===== config.mk =====
export PLATFORM = sky130hd
export DESIGN_NAME = c_subset_lexer_unit
export DESIGN_NICKNAME = d
export VERILOG_FILES = /design/src/csl_pkg.sv /design/src/csl_front.sv /design/src/csl_queue.sv /design/src/c_subset_lexer_unit.sv
export SDC_FILE = /design/constraint.sdc
export NUM_CORES = 2
export LEC_CHECK = 0
export BUFFER_PORTS_ARGS = -buffer_cell sky130_fd_sc_hd__buf_2
export CORE_UTILIZATION = 30
export DETAILED_ROUTE_END_ITERATION = 8
export MAX_ROUTING_LAYER = met4
export PLACE_DENSITY = 0.44
export SYNTH_ARGS = -nofsm -noshare
export SYNTH_HDL_FRONTEND = slang
export SYNTH_SLANG_ARGS = --single-unit

===== constraint.sdc =====
create_clock -name clk_i -period 6.9 [get_ports clk_i]
set_input_delay 0.345 -clock clk_i [delete_from_list [all_inputs] [get_ports clk_i]]
set_output_delay 0.345 -clock clk_i [all_outputs]
set_load 0.01 [all_outputs]

===== src/csl_pkg.sv =====
// Package for the C subset lexer: token record, kind codes, character codes
// and the keyword table. It depends on nothing and is used by every module.
package csl_pkg;

  localparam int KW_CHARS = 8;
  localparam int KW_IDX_W = $clog2(KW_CHARS);
  localparam int KW_W     = KW_CHARS * 8;
  localparam int NUM_KW   = 9;
  localparam int Q_DEPTH  = 4;
  localparam int Q_PTR_W  = $clog2(Q_DEPTH);
  localparam int Q_CNT_W  = $clog2(Q_DEPTH + 1);

  localparam logic [19:0] POS_MAX = 20'hFFFFF;
  localparam logic [15:0] LEN_MAX = 16'hFFFF;

  localparam logic [5:0] K_EOF    = 6'd0;
  localparam logic [5:0] K_LPAR   = 6'd1;
  localparam logic [5:0] K_RPAR   = 6'd2;
  localparam logic [5:0] K_LBRACE = 6'd3;
  localparam logic [5:0] K_RBRACE = 6'd4;
  localparam logic [5:0] K_LBRACK = 6'd5;
  localparam logic [5:0] K_RBRACK = 6'd6;
  localparam logic [5:0] K_SEMI   = 6'd7;
  localparam logic [5:0] K_COMMA  = 6'd8;
  localparam logic [5:0] K_PLUS   = 6'd9;
  localparam logic [5:0] K_MINUS  = 6'd10;
  localparam logic [5:0] K_STAR   = 6'd11;
  localparam logic [5:0] K_SLASH  = 6'd12;
  localparam logic [5:0] K_AMP    = 6'd13;
  localparam logic [5:0] K_ANDAND = 6'd14;
  localparam logic [5:0] K_ASSIGN = 6'd15;
  localparam logic [5:0] K_EQ     = 6'd16;
  localparam logic [5:0] K_BANG   = 6'd17;
  localparam logic [5:0] K_NE     = 6'd18;
  localparam logic [5:0] K_OROR   = 6'd19;
  localparam logic [5:0] K_LT     = 6'd20;
  localparam logic [5:0] K_LE     = 6'd21;
  localparam logic [5:0] K_GT     = 6'd22;
  localparam logic [5:0] K_GE     = 6'd23;
  localparam logic [5:0] K_NUMBER = 6'd24;
  localparam logic [5:0] K_IDENT  = 6'd25;
  localparam logic [5:0] K_KW0    = 6'd26;
  localparam logic [5:0] K_ERROR  = 6'd35;

  localparam logic [7:0] C_TAB   = 8'h09;
  localparam logic [7:0] C_LF    = 8'h0A;
  localparam logic [7:0] C_CR    = 8'h0D;
  localparam logic [7:0] C_SPACE = 8'h20;
  localparam logic [7:0] C_BANG  = 8'h21;
  localparam logic [7:0] C_AMP   = 8'h26;
  localparam logic [7:0] C_LPAR  = 8'h28;
  localparam logic [7:0] C_RPAR  = 8'h29;
  localparam logic [7:0] C_STAR  = 8'h2A;
  localparam logic [7:0] C_PLUS  = 8'h2B;
  localparam logic [7:0] C_COMMA = 8'h2C;
  localparam logic [7:0] C_MINUS = 8'h2D;
  localparam logic [7:0] C_SLASH = 8'h2F;
  localparam logic [7:0] C_ZERO  = 8'h30;
  localparam logic [7:0] C_NINE  = 8'h39;
  localparam logic [7:0] C_SEMI  = 8'h3B;
  localparam logic [7:0] C_LT    = 8'h3C;
  localparam logic [7:0] C_EQ    = 8'h3D;
  localparam logic [7:0] C_GT    = 8'h3E;
  localparam logic [7:0] C_LBRK  = 8'h5B;
  localparam logic [7:0] C_RBRK  = 8'h5D;
  localparam logic [7:0] C_UNDER = 8'h5F;
  localparam logic [7:0] C_LBRC  = 8'h7B;
  localparam logic [7:0] C_PIPE  = 8'h7C;
  localparam logic [7:0] C_RBRC  = 8'h7D;

  typedef enum logic [4:0] {
    M_IDLE    = 5'b00001,
    M_OP      = 5'b00010,
    M_NUM     = 5'b00100,
    M_IDENT   = 5'b01000,
    M_COMMENT = 5'b10000
  } mode_e;

  typedef struct packed {
    logic        last;
    logic [15:0] len;
    logic [31:0] off;
    logic [19:0] col;
    logic [19:0] line;
    logic [30:0] value;
    logic [5:0]  kind;
  } token_t;

  typedef struct packed {
    logic [1:0] cnt;
    token_t     tok1;
    token_t     tok0;
  } push_t;

  localparam logic [KW_W-1:0] KW_TEXT [NUM_KW] = '{
    KW_W'(64'h0000_0000_0074_6e69),
    KW_W'(64'h0000_0000_6469_6f76),
    KW_W'(64'h0000_6e72_7574_6572),
    KW_W'(64'h0000_0000_0000_6669),
    KW_W'(64'h0000_0000_6573_6c65),
    KW_W'(64'h0000_0065_6c69_6877),
    KW_W'(64'h0000_0000_0072_6f66),
    KW_W'(64'h0000_006b_6165_7262),
    KW_W'(64'h6575_6e69_746e_6f63)
  };
  localparam logic [15:0] KW_LEN [NUM_KW] = '{
    16'd3, 16'd4, 16'd6, 16'd2, 16'd4, 16'd5, 16'd3, 16'd5, 16'd8
  };

  function automatic logic [5:0] single_kind(input logic [7:0] c);
    logic [5:0] k;
    case (c)
      C_LPAR:  k = K_LPAR;
      C_RPAR:  k = K_RPAR;
      C_LBRC:  k = K_LBRACE;
      C_RBRC:  k = K_RBRACE;
      C_LBRK:  k = K_LBRACK;
      C_RBRK:  k = K_RBRACK;
      C_SEMI:  k = K_SEMI;
      C_COMMA: k = K_COMMA;
      C_PLUS:  k = K_PLUS;
      C_MINUS: k = K_MINUS;
      C_STAR:  k = K_STAR;
      C_SLASH: k = K_SLASH;
      C_AMP:   k = K_AMP;
      C_EQ:    k = K_ASSIGN;
      C_BANG:  k = K_BANG;
      C_LT:    k = K_LT;
      C_GT:    k = K_GT;
      default: k = K_EOF;
    endcase
    return k;
  endfunction

  function automatic logic [5:0] pair_kind(input logic [7:0] p, input logic [7:0] c);
    logic [5:0] k;
    k = K_EOF;
    if (p == C_AMP && c == C_AMP) k = K_ANDAND;
    if (p == C_EQ && c == C_EQ) k = K_EQ;
    if (p == C_BANG && c == C_EQ) k = K_NE;
    if (p == C_PIPE && c == C_PIPE) k = K_OROR;
    if (p == C_LT && c == C_EQ) k = K_LE;
    if (p == C_GT && c == C_EQ) k = K_GE;
    return k;
  endfunction

endpackage


===== src/csl_front.sv =====
// Scanner front end of the C subset lexer: classifies each byte and forms up
// to two tokens per byte. Depends on csl_pkg.
module csl_front (
  input  logic            clk_i,
  input  logic            rst_ni,
  input  logic            fire_i,
  input  logic [7:0]      byte_i,
  input  logic            end_i,
  output csl_pkg::push_t  push_o
);

  csl_pkg::mode_e mode_q, mode_d;
  logic [7:0]  pend_q, pend_d;
  logic [31:0] acc_q, acc_d;
  logic [csl_pkg::KW_CHARS-1:0][7:0] kbuf_q, kbuf_d;
  logic [15:0] len_q, len_d;
  logic [31:0] coff_q, coff_d;
  logic [19:0] cline_q, cline_d, ccol_q, ccol_d;
  logic [19:0] sline_q, sline_d, scol_q, scol_d;
  logic [31:0] soff_q, soff_d;
  logic        halt_q, halt_d;

  logic [31:0] step_off;
  logic [19:0] step_line, step_col;
  logic        is_dig, is_alp;
  logic [34:0] acc_x;
  logic [5:0]  wkind;
  logic [15:0] len_inc;

  always_comb begin
    step_off  = coff_q + 32'd1;
    step_line = cline_q;
    step_col  = ccol_q;
    if (byte_i == csl_pkg::C_LF) begin
      if (cline_q < csl_pkg::POS_MAX) step_line = cline_q + 20'd1;
      step_col = 20'd1;
    end else if (ccol_q < csl_pkg::POS_MAX) begin
      step_col = ccol_q + 20'd1;
    end
    is_dig = (byte_i >= csl_pkg::C_ZERO) && (byte_i <= csl_pkg::C_NINE);
    is_alp = (byte_i >= 8'h61 && byte_i <= 8'h7A) || (byte_i >= 8'h41 && byte_i <= 8'h5A) ||
             (byte_i == csl_pkg::C_UNDER);
    acc_x = {acc_q, 3'b000} + {2'b00, acc_q, 1'b0} + 35'(byte_i - csl_pkg::C_ZERO);
    len_inc = (len_q < csl_pkg::LEN_MAX) ? len_q + 16'd1 : len_q;
    wkind = csl_pkg::K_IDENT;
    if (len_q <= 16'(csl_pkg::KW_CHARS)) begin
      for (int i = 0; i < csl_pkg::NUM_KW; i++) begin
        if (csl_pkg::KW_LEN[i] == len_q && csl_pkg::KW_TEXT[i] == kbuf_q) begin
          wkind = csl_pkg::K_KW0 + 6'(i);
        end
      end
    end
  end

  always_comb begin
    csl_pkg::token_t t;
    logic do_flush, flush_ok, do_idle, emit, eof;
    mode_d = mode_q; pend_d = pend_q; acc_d = acc_q; kbuf_d = kbuf_q; len_d = len_q;
    coff_d = coff_q; cline_d = cline_q; ccol_d = ccol_q;
    sline_d = sline_q; scol_d = scol_q; soff_d = soff_q; halt_d = halt_q;
    push_o = '0;
    t = '0;
    do_flush = 1'b0; flush_ok = 1'b1; do_idle = 1'b0; emit = 1'b0; eof = 1'b0;

    if (fire_i && !halt_q) begin
      if (end_i) begin
        do_flush = 1'b1;
        eof = 1'b1;
      end else if (mode_q == csl_pkg::M_COMMENT) begin
        if (byte_i == csl_pkg::C_LF) mode_d = csl_pkg::M_IDLE;
        coff_d = step_off; cline_d = step_line; ccol_d = step_col;
      end else if (mode_q == csl_pkg::M_OP) begin
        if (pend_q == csl_pkg::C_SLASH && byte_i == csl_pkg::C_SLASH) begin
          mode_d = csl_pkg::M_COMMENT;
          coff_d = step_off; cline_d = step_line; ccol_d = step_col;
        end else if (csl_pkg::pair_kind(pend_q, byte_i) != csl_pkg::K_EOF) begin
          push_o.tok0 = '{last: 1'b0, len: 16'd2, off: soff_q, col: scol_q, line: sline_q,
                          value: '0, kind: csl_pkg::pair_kind(pend_q, byte_i)};
          push_o.cnt = 2'd1;
          mode_d = csl_pkg::M_IDLE;
          coff_d = step_off; cline_d = step_line; ccol_d = step_col;
        end else begin
          do_flush = 1'b1; do_idle = 1'b1;
        end
      end else if (mode_q == csl_pkg::M_NUM && is_dig) begin
        if (!acc_q[31]) acc_d = (acc_x > 35'h7FFF_FFFF) ? 32'h8000_0000 : acc_x[31:0];
        len_d = len_inc;
        coff_d = step_off; cline_d = step_line; ccol_d = step_col;
      end else if (mode_q == csl_pkg::M_IDENT && (is_alp || is_dig)) begin
        if (len_q < 16'(csl_pkg::KW_CHARS)) kbuf_d[len_q[csl_pkg::KW_IDX_W-1:0]] = byte_i;
        len_d = len_inc;
        coff_d = step_off; cline_d = step_line; ccol_d = step_col;
      end else begin
        do_flush = 1'b1; do_idle = 1'b1;
      end

      if (do_flush) begin
        mode_d = csl_pkg::M_IDLE;
        emit = 1'b1;
        t = '{last: 1'b0, len: len_q, off: soff_q, col: scol_q, line: sline_q,
              value: '0, kind: csl_pkg::K_EOF};
        case (mode_q)
          csl_pkg::M_OP: begin
            t.len = 16'd1;
            t.kind = csl_pkg::single_kind(pend_q);
            if (pend_q == csl_pkg::C_PIPE) flush_ok = 1'b0;
          end
          csl_pkg::M_NUM: begin
            t.kind = csl_pkg::K_NUMBER;
            t.value = acc_q[30:0];
            if (acc_q[31]) flush_ok = 1'b0;
          end
          csl_pkg::M_IDENT: t.kind = wkind;
          default: emit = 1'b0;
        endcase
        if (!flush_ok) begin
          t = '{last: 1'b0, len: '0, off: coff_q, col: ccol_q, line: cline_q,
                value: '0, kind: csl_pkg::K_ERROR};
          halt_d = 1'b1;
        end
        if (emit || !flush_ok) begin
          push_o.tok0 = t;
          push_o.cnt = 2'd1;
        end
      end

      if (flush_ok && eof) begin
        halt_d = 1'b1;
        t = '{last: 1'b0, len: '0, off: coff_q, col: ccol_q, line: cline_q,
              value: '0, kind: csl_pkg::K_EOF};
        if (push_o.cnt == 2'd0) push_o.tok0 = t;
        else push_o.tok1 = t;
        push_o.cnt = push_o.cnt + 2'd1;
      end

      if (flush_ok && do_idle) begin
        coff_d = step_off; cline_d = step_line; ccol_d = step_col;
        if (!(byte_i inside {csl_pkg::C_SPACE, csl_pkg::C_TAB, csl_pkg::C_CR,
                             csl_pkg::C_LF})) begin
          sline_d = cline_q; scol_d = ccol_q; soff_d = coff_q;
          emit = 1'b0;
          t = '{last: 1'b0, len: 16'd1, off: coff_q, col: ccol_q, line: cline_q,
                value: '0, kind: csl_pkg::single_kind(byte_i)};
          if (byte_i inside {csl_pkg::C_AMP, csl_pkg::C_EQ, csl_pkg::C_BANG, csl_pkg::C_PIPE,
                             csl_pkg::C_LT, csl_pkg::C_GT, csl_pkg::C_SLASH}) begin
            mode_d = csl_pkg::M_OP;
            pend_d = byte_i;
          end else if (t.kind != csl_pkg::K_EOF) begin
            emit = 1'b1;
          end else if (is_dig) begin
            mode_d = csl_pkg::M_NUM;
            acc_d = {24'd0, byte_i - csl_pkg::C_ZERO};
            len_d = 16'd1;
          end else if (is_alp) begin
            mode_d = csl_pkg::M_IDENT;
            kbuf_d = '0;
            kbuf_d[0] = byte_i;
            len_d = 16'd1;
          end else begin
            emit = 1'b1;
            halt_d = 1'b1;
            t = '{last: 1'b0, len: '0, off: step_off, col: step_col, line: step_line,
                  value: '0, kind: csl_pkg::K_ERROR};
          end
          if (emit) begin
            if (push_o.cnt == 2'd0) push_o.tok0 = t;
            else push_o.tok1 = t;
            push_o.cnt = push_o.cnt + 2'd1;
          end
        end
      end

      if (push_o.cnt == 2'd1) push_o.tok0.last = 1'b1;
      if (push_o.cnt == 2'd2) push_o.tok1.last = 1'b1;
    end
  end

  always_ff @(posedge clk_i or negedge rst_ni) begin
    if (!rst_ni) begin
      mode_q <= csl_pkg::M_IDLE;
      pend_q <= '0;
      acc_q <= '0;
      kbuf_q <= '0;
      len_q <= '0;
      coff_q <= '0;
      cline_q <= 20'd1;
      ccol_q <= 20'd1;
      sline_q <= 20'd1;
      scol_q <= 20'd1;
      soff_q <= '0;
      halt_q <= 1'b0;
    end else begin
      mode_q <= mode_d;
      pend_q <= pend_d;
      acc_q <= acc_d;
      kbuf_q <= kbuf_d;
      len_q <= len_d;
      coff_q <= coff_d;
      cline_q <= cline_d;
      ccol_q <= ccol_d;
      sline_q <= sline_d;
      scol_q <= scol_d;
      soff_q <= soff_d;
      halt_q <= halt_d;
    end
  end

endmodule


===== src/csl_queue.sv =====
// Token queue and output side of the C subset lexer: takes up to two tokens a
// cycle from the scanner and presents one a cycle on ready_i. Depends on csl_pkg.
module csl_queue (
  input  logic            clk_i,
  input  logic            rst_ni,
  input  csl_pkg::push_t  push_i,
  output logic            room_o,
  output logic            valid_o,
  input  logic            ready_i,
  output csl_pkg::token_t tok_o
);

  csl_pkg::token_t mem_q [csl_pkg::Q_DEPTH];
  logic [csl_pkg::Q_PTR_W-1:0] wp_q, rp_q;
  logic [csl_pkg::Q_CNT_W-1:0] cnt_q, cnt_d;
  logic pop;

  assign pop     = valid_o && ready_i;
  assign valid_o = cnt_q != '0;
  assign room_o  = cnt_q <= csl_pkg::Q_CNT_W'(csl_pkg::Q_DEPTH - 2);
  assign tok_o   = mem_q[rp_q];
  assign cnt_d   = cnt_q + csl_pkg::Q_CNT_W'(push_i.cnt) - csl_pkg::Q_CNT_W'(pop);

  always_ff @(posedge clk_i) begin
    if (push_i.cnt != 2'd0) mem_q[wp_q] <= push_i.tok0;
    if (push_i.cnt == 2'd2) mem_q[wp_q + csl_pkg::Q_PTR_W'(1)] <= push_i.tok1;
  end

  always_ff @(posedge clk_i or negedge rst_ni) begin
    if (!rst_ni) begin
      wp_q <= '0;
      rp_q <= '0;
      cnt_q <= '0;
    end else begin
      wp_q <= wp_q + csl_pkg::Q_PTR_W'(push_i.cnt);
      rp_q <= rp_q + csl_pkg::Q_PTR_W'(pop);
      cnt_q <= cnt_d;
    end
  end

`ifndef NO_ASSERTIONS
  a_cnt_bound: assert property (@(posedge clk_i) disable iff (!rst_ni)
    cnt_q <= csl_pkg::Q_CNT_W'(csl_pkg::Q_DEPTH)) else $error("queue count overflow");
  a_no_push_full: assert property (@(posedge clk_i) disable iff (!rst_ni)
    !room_o |-> push_i.cnt == 2'd0) else $error("push into full queue");
  a_ptr_gap: assert property (@(posedge clk_i) disable iff (!rst_ni)
    (wp_q - rp_q) == cnt_q[csl_pkg::Q_PTR_W-1:0]) else $error("queue pointers disagree");
`endif

endmodule


===== src/c_subset_lexer_unit.sv =====
// C subset lexer: bytes in on tdata with end of input on tlast, tokens out
// with position, length and number value. Depends on csl_pkg, csl_front, csl_queue.
//
// The lexer takes one source byte per cycle while s_axis_tready is high; the
// scanner's state is registered, and it writes up to two tokens into a four-entry
// queue; s_axis_tready drops only while the queue has fewer than two free entries.
// Tokens leave at one per cycle while m_axis_tready is high, so a byte that ends
// one token and forms another gives two tokens to send. After an error or EOF
// token the lexer accepts bytes but produces nothing until reset.
module c_subset_lexer_unit (
  input  logic         clk_i,
  input  logic         rst_ni,
  input  logic         s_axis_tvalid,
  output logic         s_axis_tready,
  input  logic [7:0]   s_axis_tdata,   // input_byte[7:0]
  input  logic         s_axis_tlast,   // end_of_input
  output logic         m_axis_tvalid,
  input  logic         m_axis_tready,
  // token_kind[5:0], number_value[36:6], token_line[56:37], token_column[76:57],
  // token_offset[108:77], token_length[124:109], zero[127:125]
  output logic [127:0] m_axis_tdata,
  output logic         m_axis_tlast    // last_of_run
);

  csl_pkg::push_t  push;
  csl_pkg::token_t tok;
  logic room;

  assign s_axis_tready = room;

  csl_front u_front (
    .clk_i  (clk_i),
    .rst_ni (rst_ni),
    .fire_i (s_axis_tvalid && room),
    .byte_i (s_axis_tdata),
    .end_i  (s_axis_tlast),
    .push_o (push)
  );

  csl_queue u_queue (
    .clk_i   (clk_i),
    .rst_ni  (rst_ni),
    .push_i  (push),
    .room_o  (room),
    .valid_o (m_axis_tvalid),
    .ready_i (m_axis_tready),
    .tok_o   (tok)
  );

  assign m_axis_tdata = {3'b000, tok.len, tok.off, tok.col, tok.line, tok.value, tok.kind};
  assign m_axis_tlast = tok.last;

endmodule

Yosys cells after proc, flatten, opt, wreduce, memory -nomap -nowiden
Memory sizes are Yosys's and may differ from the RTL's.
Cells that the tools add are included.
Cells by class
  $add $sub $neg: 15
  $lt $le $gt $ge: 15
  eq/ne operators: 65
  muxes and demuxes: 183
  bitwise logic cells: 1
  reductions and logical operators: 46
Operator list (count)
  $mux 254: 7
  $mux 126: 12
  $mux 64: 12
  $mux 32: 19
  $mux 20: 20
  $eq 8x6->1 const B: 27
  $mux 16: 13
  $pmux 5 s17: 2
  $eq 23x64->1 const A: 2
  $eq 31x64->1 const A: 2
  $eq 39x64->1 const A: 2
  $mux 125: 1
  $mux 111: 1
  $mux 110: 1
  $mux 109: 1
  $mux 5: 18
  $eq 8x7->1 const B: 11
  $mux 6: 12
  $bwmux 64: 1
  $eq 15x64->1 const A: 1
  $eq 47x64->1 const A: 1
  $eq 63x64->1 const A: 1
  $eq 3x16->1 const A: 3
  $mux 1: 44
  57 further kinds: 111
Word-level totals
  register bits after elaboration: 277
  bits in writable memories: 504
  input bits: 13
  output and inout bits: 131
  logic and storage cells: 348
  memories kept: 1
Memories
  u_queue.mem_q: words 4, width 126, rd ports 1, clocked after Yosys merged registers in 0, wr ports 2, line csl_queue.sv:13  | csl_pkg::token_t mem_q [csl_pkg::Q_DEPTH];

Depth between registers and ports, before layout
  depth in word-level cells: 43
  mapped depth: 21
  depth with buffers taken out: 18

Modules after synthesis
Synthesis repeated with hierarchy kept, for this count alone.
Second synthesis, totals
  cells, all modules: 3874
  area total of the unflattened synthesis: 45708.8 µm²
Modules (own cells, without submodules)
  csl_queue: instances 1, cells each 1260, area an instance 24935.2 µm², sequential area each 15309.7 µm²
  csl_front: instances 1, cells each 2609, area an instance 20741.1 µm², sequential area each 6762.7 µm²
  c_subset_lexer_unit: instances 1, cells each 5, area an instance 32.5 µm², sequential area each 0.0 µm²

Least setup slack after synthesis
OpenSTA, ideal clock, no wires.
  kind: register to register
  start point: register u_front.pend_q[4]
  end point: memory u_queue.mem_q[3][0] (netlist name), enable pin
  library setup time: 434 ps
  arrival: 5935 ps
  path slack: 531 ps
  stages on the path, launching flop included: 19
  buffers on the path: 5
  period minus slack after synthesis: 6369 ps
  cell sequence: dfrtp_1 buf_6 or4b_1 buf_2 or4_4 a221o_1 a31oi_4 nor2_1 o21ai_0 nand2_1 ha_1 clkbuf_1 nor2b_1 mux2i_1 nor2_1 nor2_1 buf_2 buf_1 inv_1
RTL lines
  start, declared: line csl_front.sv:13  | logic [7:0] pend_q, pend_d;
  start signal, assigned: line csl_front.sv:194  | pend_q <= pend_d;
  end, declared: line csl_queue.sv:13

==> flow_metrics.tcl <==
set metrics [dict create \
    cts.repair_timing.setup_buffer_count 0 \
    synth_cell_type_count 97 \
    num_rows 134 \
    fp.dieW_um 370 \
    vdd_drop_max_uv 247 \
    outcome "finished, violations left" \
    syn_to_final_growth_pct 14.3 \
    final-instance-count-excl-fill 5449 \
    worst_ep_arrival_time_ns 6.55 \
    via_per_inst 5.73 \
    design.portCount 144 \
    worst_slew_margin_rel 0.190 \
    period_minus_slack_ns 6.14 \
    timing_worst_setup_path_type "reg2reg" \
    p_leak_nw 17.2 \
    dominant_cell_type_by_count_on_the_critical_path "sky130_fd_sc_hd__buf_4" \
    floorplan.initialDensity 0.303 \
    fill_cells 13400 \
    endpoint_kind_of_the_worst_setup_timing_path "flip-flop" \
    dp.cells 5274 \
    slew_viol_final 0 \
    drc 22 \
    post_route_cells_drive_above_1_share 0.186 \
    finalHoldViolCount 0 \
    layout.cell_area.non_filler_um2 46300 \
    hold_start "s_axis_tdata[5]" \
    rsz0062_at_grt "false" \
    final_antenna_net_count 0 \
    placedInstanceArea_um2 43300 \
    port-buffer-count 140 \
    violation_count_after_the_first_detailed_routing_iteration 2633 \
    synth_async_sr_flop_share 0.355 \
    violations "DRC" \
    die_h_um 370 \
    synth-main-ff-cell "sky130_fd_sc_hd__edfxtp_1" \
    firstDrtPassIters 9 \
    weighted_congestion_at_the_end_of_routability_driven_global_placement 0.884 \
    fin_worst_skew_ns 0.0281 \
    via_count_of_the_first_global_routing_pass 31400 \
    detailroute.via_count 31200 \
    yosys_warnings 0 \
    path_max_fanout 44 \
    timing.critical_path.required_ns 7.30 \
    wl_per_cell_um 25.6 \
    postSynthRegisterBits 781 \
    fp.dieArea_um2 137000 \
    grt.overflow.total 0 \
    finalNetCount 3699 \
    layout_common_cells "sky130_fd_sc_hd__edfxtp_1 (320), sky130_fd_sc_hd__o22ai_1 (272), sky130_fd_sc_hd__dfrtp_1 (270)" \
    timing.final.setup_violations 0 \
    grt_util_all_layers 0.208 \
    rr_startpoint "u_front.pend_q[4]" \
    crit_path_cell_trace "or4b_1 > or4_4 > a221o_1 > a31oi_4 > nor2_1 > buf_4 > o21ai_0 > nand2_1 > inv_1 > ha_1 > and4_1 > o211a_4 > a22oi_1 > nand2b_4 > buf_4 > buf_4 > o22ai_1" \
    cts_buffer_depth 3 \
    clock_tree.root_cell "sky130_fd_sc_hd__clkbuf_16" \
    worst_setup_hold_path_clk_slew_ns 0.06 \
    critical_path.max_stage_delay_ns 0.72 \
    max_cap_violations 0 \
    dp.final_hpwl_mm 88.0 \
    routed_wl_mm 140 \
    synthesis.area_um2 40500 \
    fin_setup_tns_ns 0 \
    worstHoldPathType "in2reg" \
    seq_area_frac_synth 0.499 \
    max_clock_freq_mhz 163 \
    layout.cells.most_common "sky130_fd_sc_hd__edfxtp_1" \
    cts_buffers 91 \
    power_density_over_the_cells_nw_per_um2 267 \
    synth_edf_count 320 \
    floorplan.core_area_um2 134000 \
    post_syn_area_per_cell_um2 11.3 \
    grt_first_pass_wirelength_mm 211 \
    post_route_fraction_of_the_period_consumed_by_the_critical_path 0.890 \
    insertion_delay_of_the_later_clocked_pin_in_the_worst_skew_pair_ns 0.70 \
    setup.worst_path.start "u_front.pend_q[4]" \
    maximum_number_of_pins_on_one_net_before_global_route_repair 112 \
    max_slew.worst_pin.slew_ns 1.21 \
    clock_tree.htree_level_count 3 \
    worst_setup_path_start_kind "flip-flop" \
    postSynthCellCount 3597 \
    numClockSinks 781 \
    cts_tree "done" \
    crit_slowest_cell "sky130_fd_sc_hd__or4b_1" \
    antenna_violations_before_repair 8 \
]
state kept, by name, summed over array words and instances, names as in the netlist:
| signal | count |
|---|---|
| u_front.ccol_q | 20 |
| u_front.cline_q | 20 |
| u_queue.mem_q | 504 |
| u_front.halt_q | 1 |
| u_queue.wp_q | 2 |
| u_front.soff_q | 32 |
| u_front.mode_q | 5 |
| u_front.acc_q | 32 |
| u_front.kbuf_q | 64 |
| u_front.coff_q | 32 |
| u_front.scol_q | 20 |
| u_queue.rp_q | 2 |
| u_queue.cnt_q | 3 |
| u_front.sline_q | 20 |
| u_front.pend_q | 8 |
| u_front.len_q | 16 |
metal layers:
layer / global-route usage / vias up / part of all wire
li1: - / 14000 / -
met1: 0.281 / 16100 / 0.45
met2: 0.331 / 942 / 0.48
met3: 0.0248 / 202 / 0.049
met4: 0.0549 / 0 / 0.022
met5: - / - / 0
synthesized netlist by cell type (9+ instances only):
master	n	area, µm²
sky130_fd_sc_hd__edfxtp_1	320	9610
sky130_fd_sc_hd__nand2_1	274	1030
sky130_fd_sc_hd__dfrtp_1	272	6810
sky130_fd_sc_hd__o22ai_1	272	1700
sky130_fd_sc_hd__a22o_1	255	2230
sky130_fd_sc_hd__clkbuf_1	239	897
sky130_fd_sc_hd__dfxtp_1	184	3680
sky130_fd_sc_hd__nor2_1	184	691
sky130_fd_sc_hd__o21ai_0	129	646
sky130_fd_sc_hd__mux4_2	126	2840
sky130_fd_sc_hd__a21oi_1	105	526
sky130_fd_sc_hd__nand3_1	91	455
sky130_fd_sc_hd__mux2_2	80	901
sky130_fd_sc_hd__nor3_1	72	360
sky130_fd_sc_hd__xnor2_1	62	543
sky130_fd_sc_hd__inv_1	61	229
sky130_fd_sc_hd__ha_1	54	676
sky130_fd_sc_hd__xor2_1	54	473
sky130_fd_sc_hd__buf_2	44	220
sky130_fd_sc_hd__nand4_1	44	275
sky130_fd_sc_hd__nor4_1	39	244
sky130_fd_sc_hd__a22oi_1	38	285
sky130_fd_sc_hd__a21o_1	37	278
sky130_fd_sc_hd__nand2b_1	34	213
sky130_fd_sc_hd__buf_1	32	120
sky130_fd_sc_hd__fa_1	32	641
sky130_fd_sc_hd__and3_1	31	194
sky130_fd_sc_hd__a221oi_1	28	245
sky130_fd_sc_hd__and2_1	25	156
sky130_fd_sc_hd__o32ai_1	24	210
sky130_fd_sc_hd__a221oi_2	23	345
sky130_fd_sc_hd__or3_1	20	125
sky130_fd_sc_hd__a31oi_1	18	113
sky130_fd_sc_hd__nor2b_1	16	100
sky130_fd_sc_hd__o211ai_1	16	120
sky130_fd_sc_hd__and4_1	15	131
sky130_fd_sc_hd__o21a_1	15	113
sky130_fd_sc_hd__or4_1	14	105
sky130_fd_sc_hd__a311o_1	13	130
sky130_fd_sc_hd__o31ai_1	13	97.6
sky130_fd_sc_hd__or2_2	13	81.3
sky130_fd_sc_hd__a221o_1	12	120
sky130_fd_sc_hd__a211oi_1	10	75.1
sky130_fd_sc_hd__o21ai_1	10	50.1
sky130_fd_sc_hd__a32o_1	9	90.1
worst paths after layout:
path,to,slack [ns],depth (start not counted)
worst max-delay path,u_queue.mem_q[3][76],0.76,17
worst min-delay path,u_front.kbuf_q[5],0.13,2
worst max register to register,u_queue.mem_q[3][76],0.76,17
worst min register to register,u_queue.mem_q[2][14],0.47,1
max in group asynchronous,u_front.kbuf_q[59],5.42,3
min in group asynchronous,u_front.soff_q[6],0.22,2
cells by family (layout without fill, tap and decap cells):
group,Yosys count,in the layout,synth area share
buffers and inverters,384,462,0.0380
xor gates and xnor gates,116,116,0.0251
adders and majority gates,86,86,0.0325
other,1,7,0.0000925
DFF,781,781,0.499
AOI/OAI and AO/OA,1095,1095,0.198
and+or+nand+nor,923,923,0.114
muxes,211,211,0.0935
power breakdown:
part	switching (W)	internal [W]
Combinational	0.00134	0.000954
Clock	0.00205	0.00286
Sequential	0.000284	0.00488
Total	0.00368	0.00870
repair_timing:
action,4_1_cts,5_1_grt
hold endpoints to repair,68,0
gates resized for setup,0,0
hold buffers,1,0
final cells by class:
class / instances / area (µm²) / share of cell area
Antenna cell: 4 / 10.0 / 0.000216
Clock buffer: 127 / 2600 / 0.0562
Clock inverter: 43 / 414 / 0.00894
Inverter: 61 / 239 / 0.00516
Multi-Input combinational cell: 2434 / 18900 / 0.409
Sequential cell: 781 / 20200 / 0.437
Tap cell: 1768 / 2210 / 0.0477
Timing Repair Buffer: 231 / 1670 / 0.0361
critical path: cells and delay by family, from the launching register on:
| family | cells | cell delay, ns |
|---|---|---|
| flip-flops | 1 | 0.47 |
| adder cells (fa/ha/maj) | 1 | 0.34 |
| AO/OA/AOI/OAI | 6 | 1.60 |
| AND/OR/NAND/NOR | 6 | 1.95 |
| buffers and inverters | 4 | 1.40 |
stage by stage:
step                total power, W  hold WS, ns   util  worst slack [ns]
CTS                         0.0126       0.0641  0.346             0.805
finish                      0.0124        0.127  0.346             0.756
global placement           0.00762        0.388  0.324             0.840
global route                0.0129       0.0971  0.346             0.415
detailed placement         0.00761        0.400  0.324             0.822
floorplan                  0.00660       0.0494      -             0.531
Note: power is estimated with default switching activity, not from simulation.
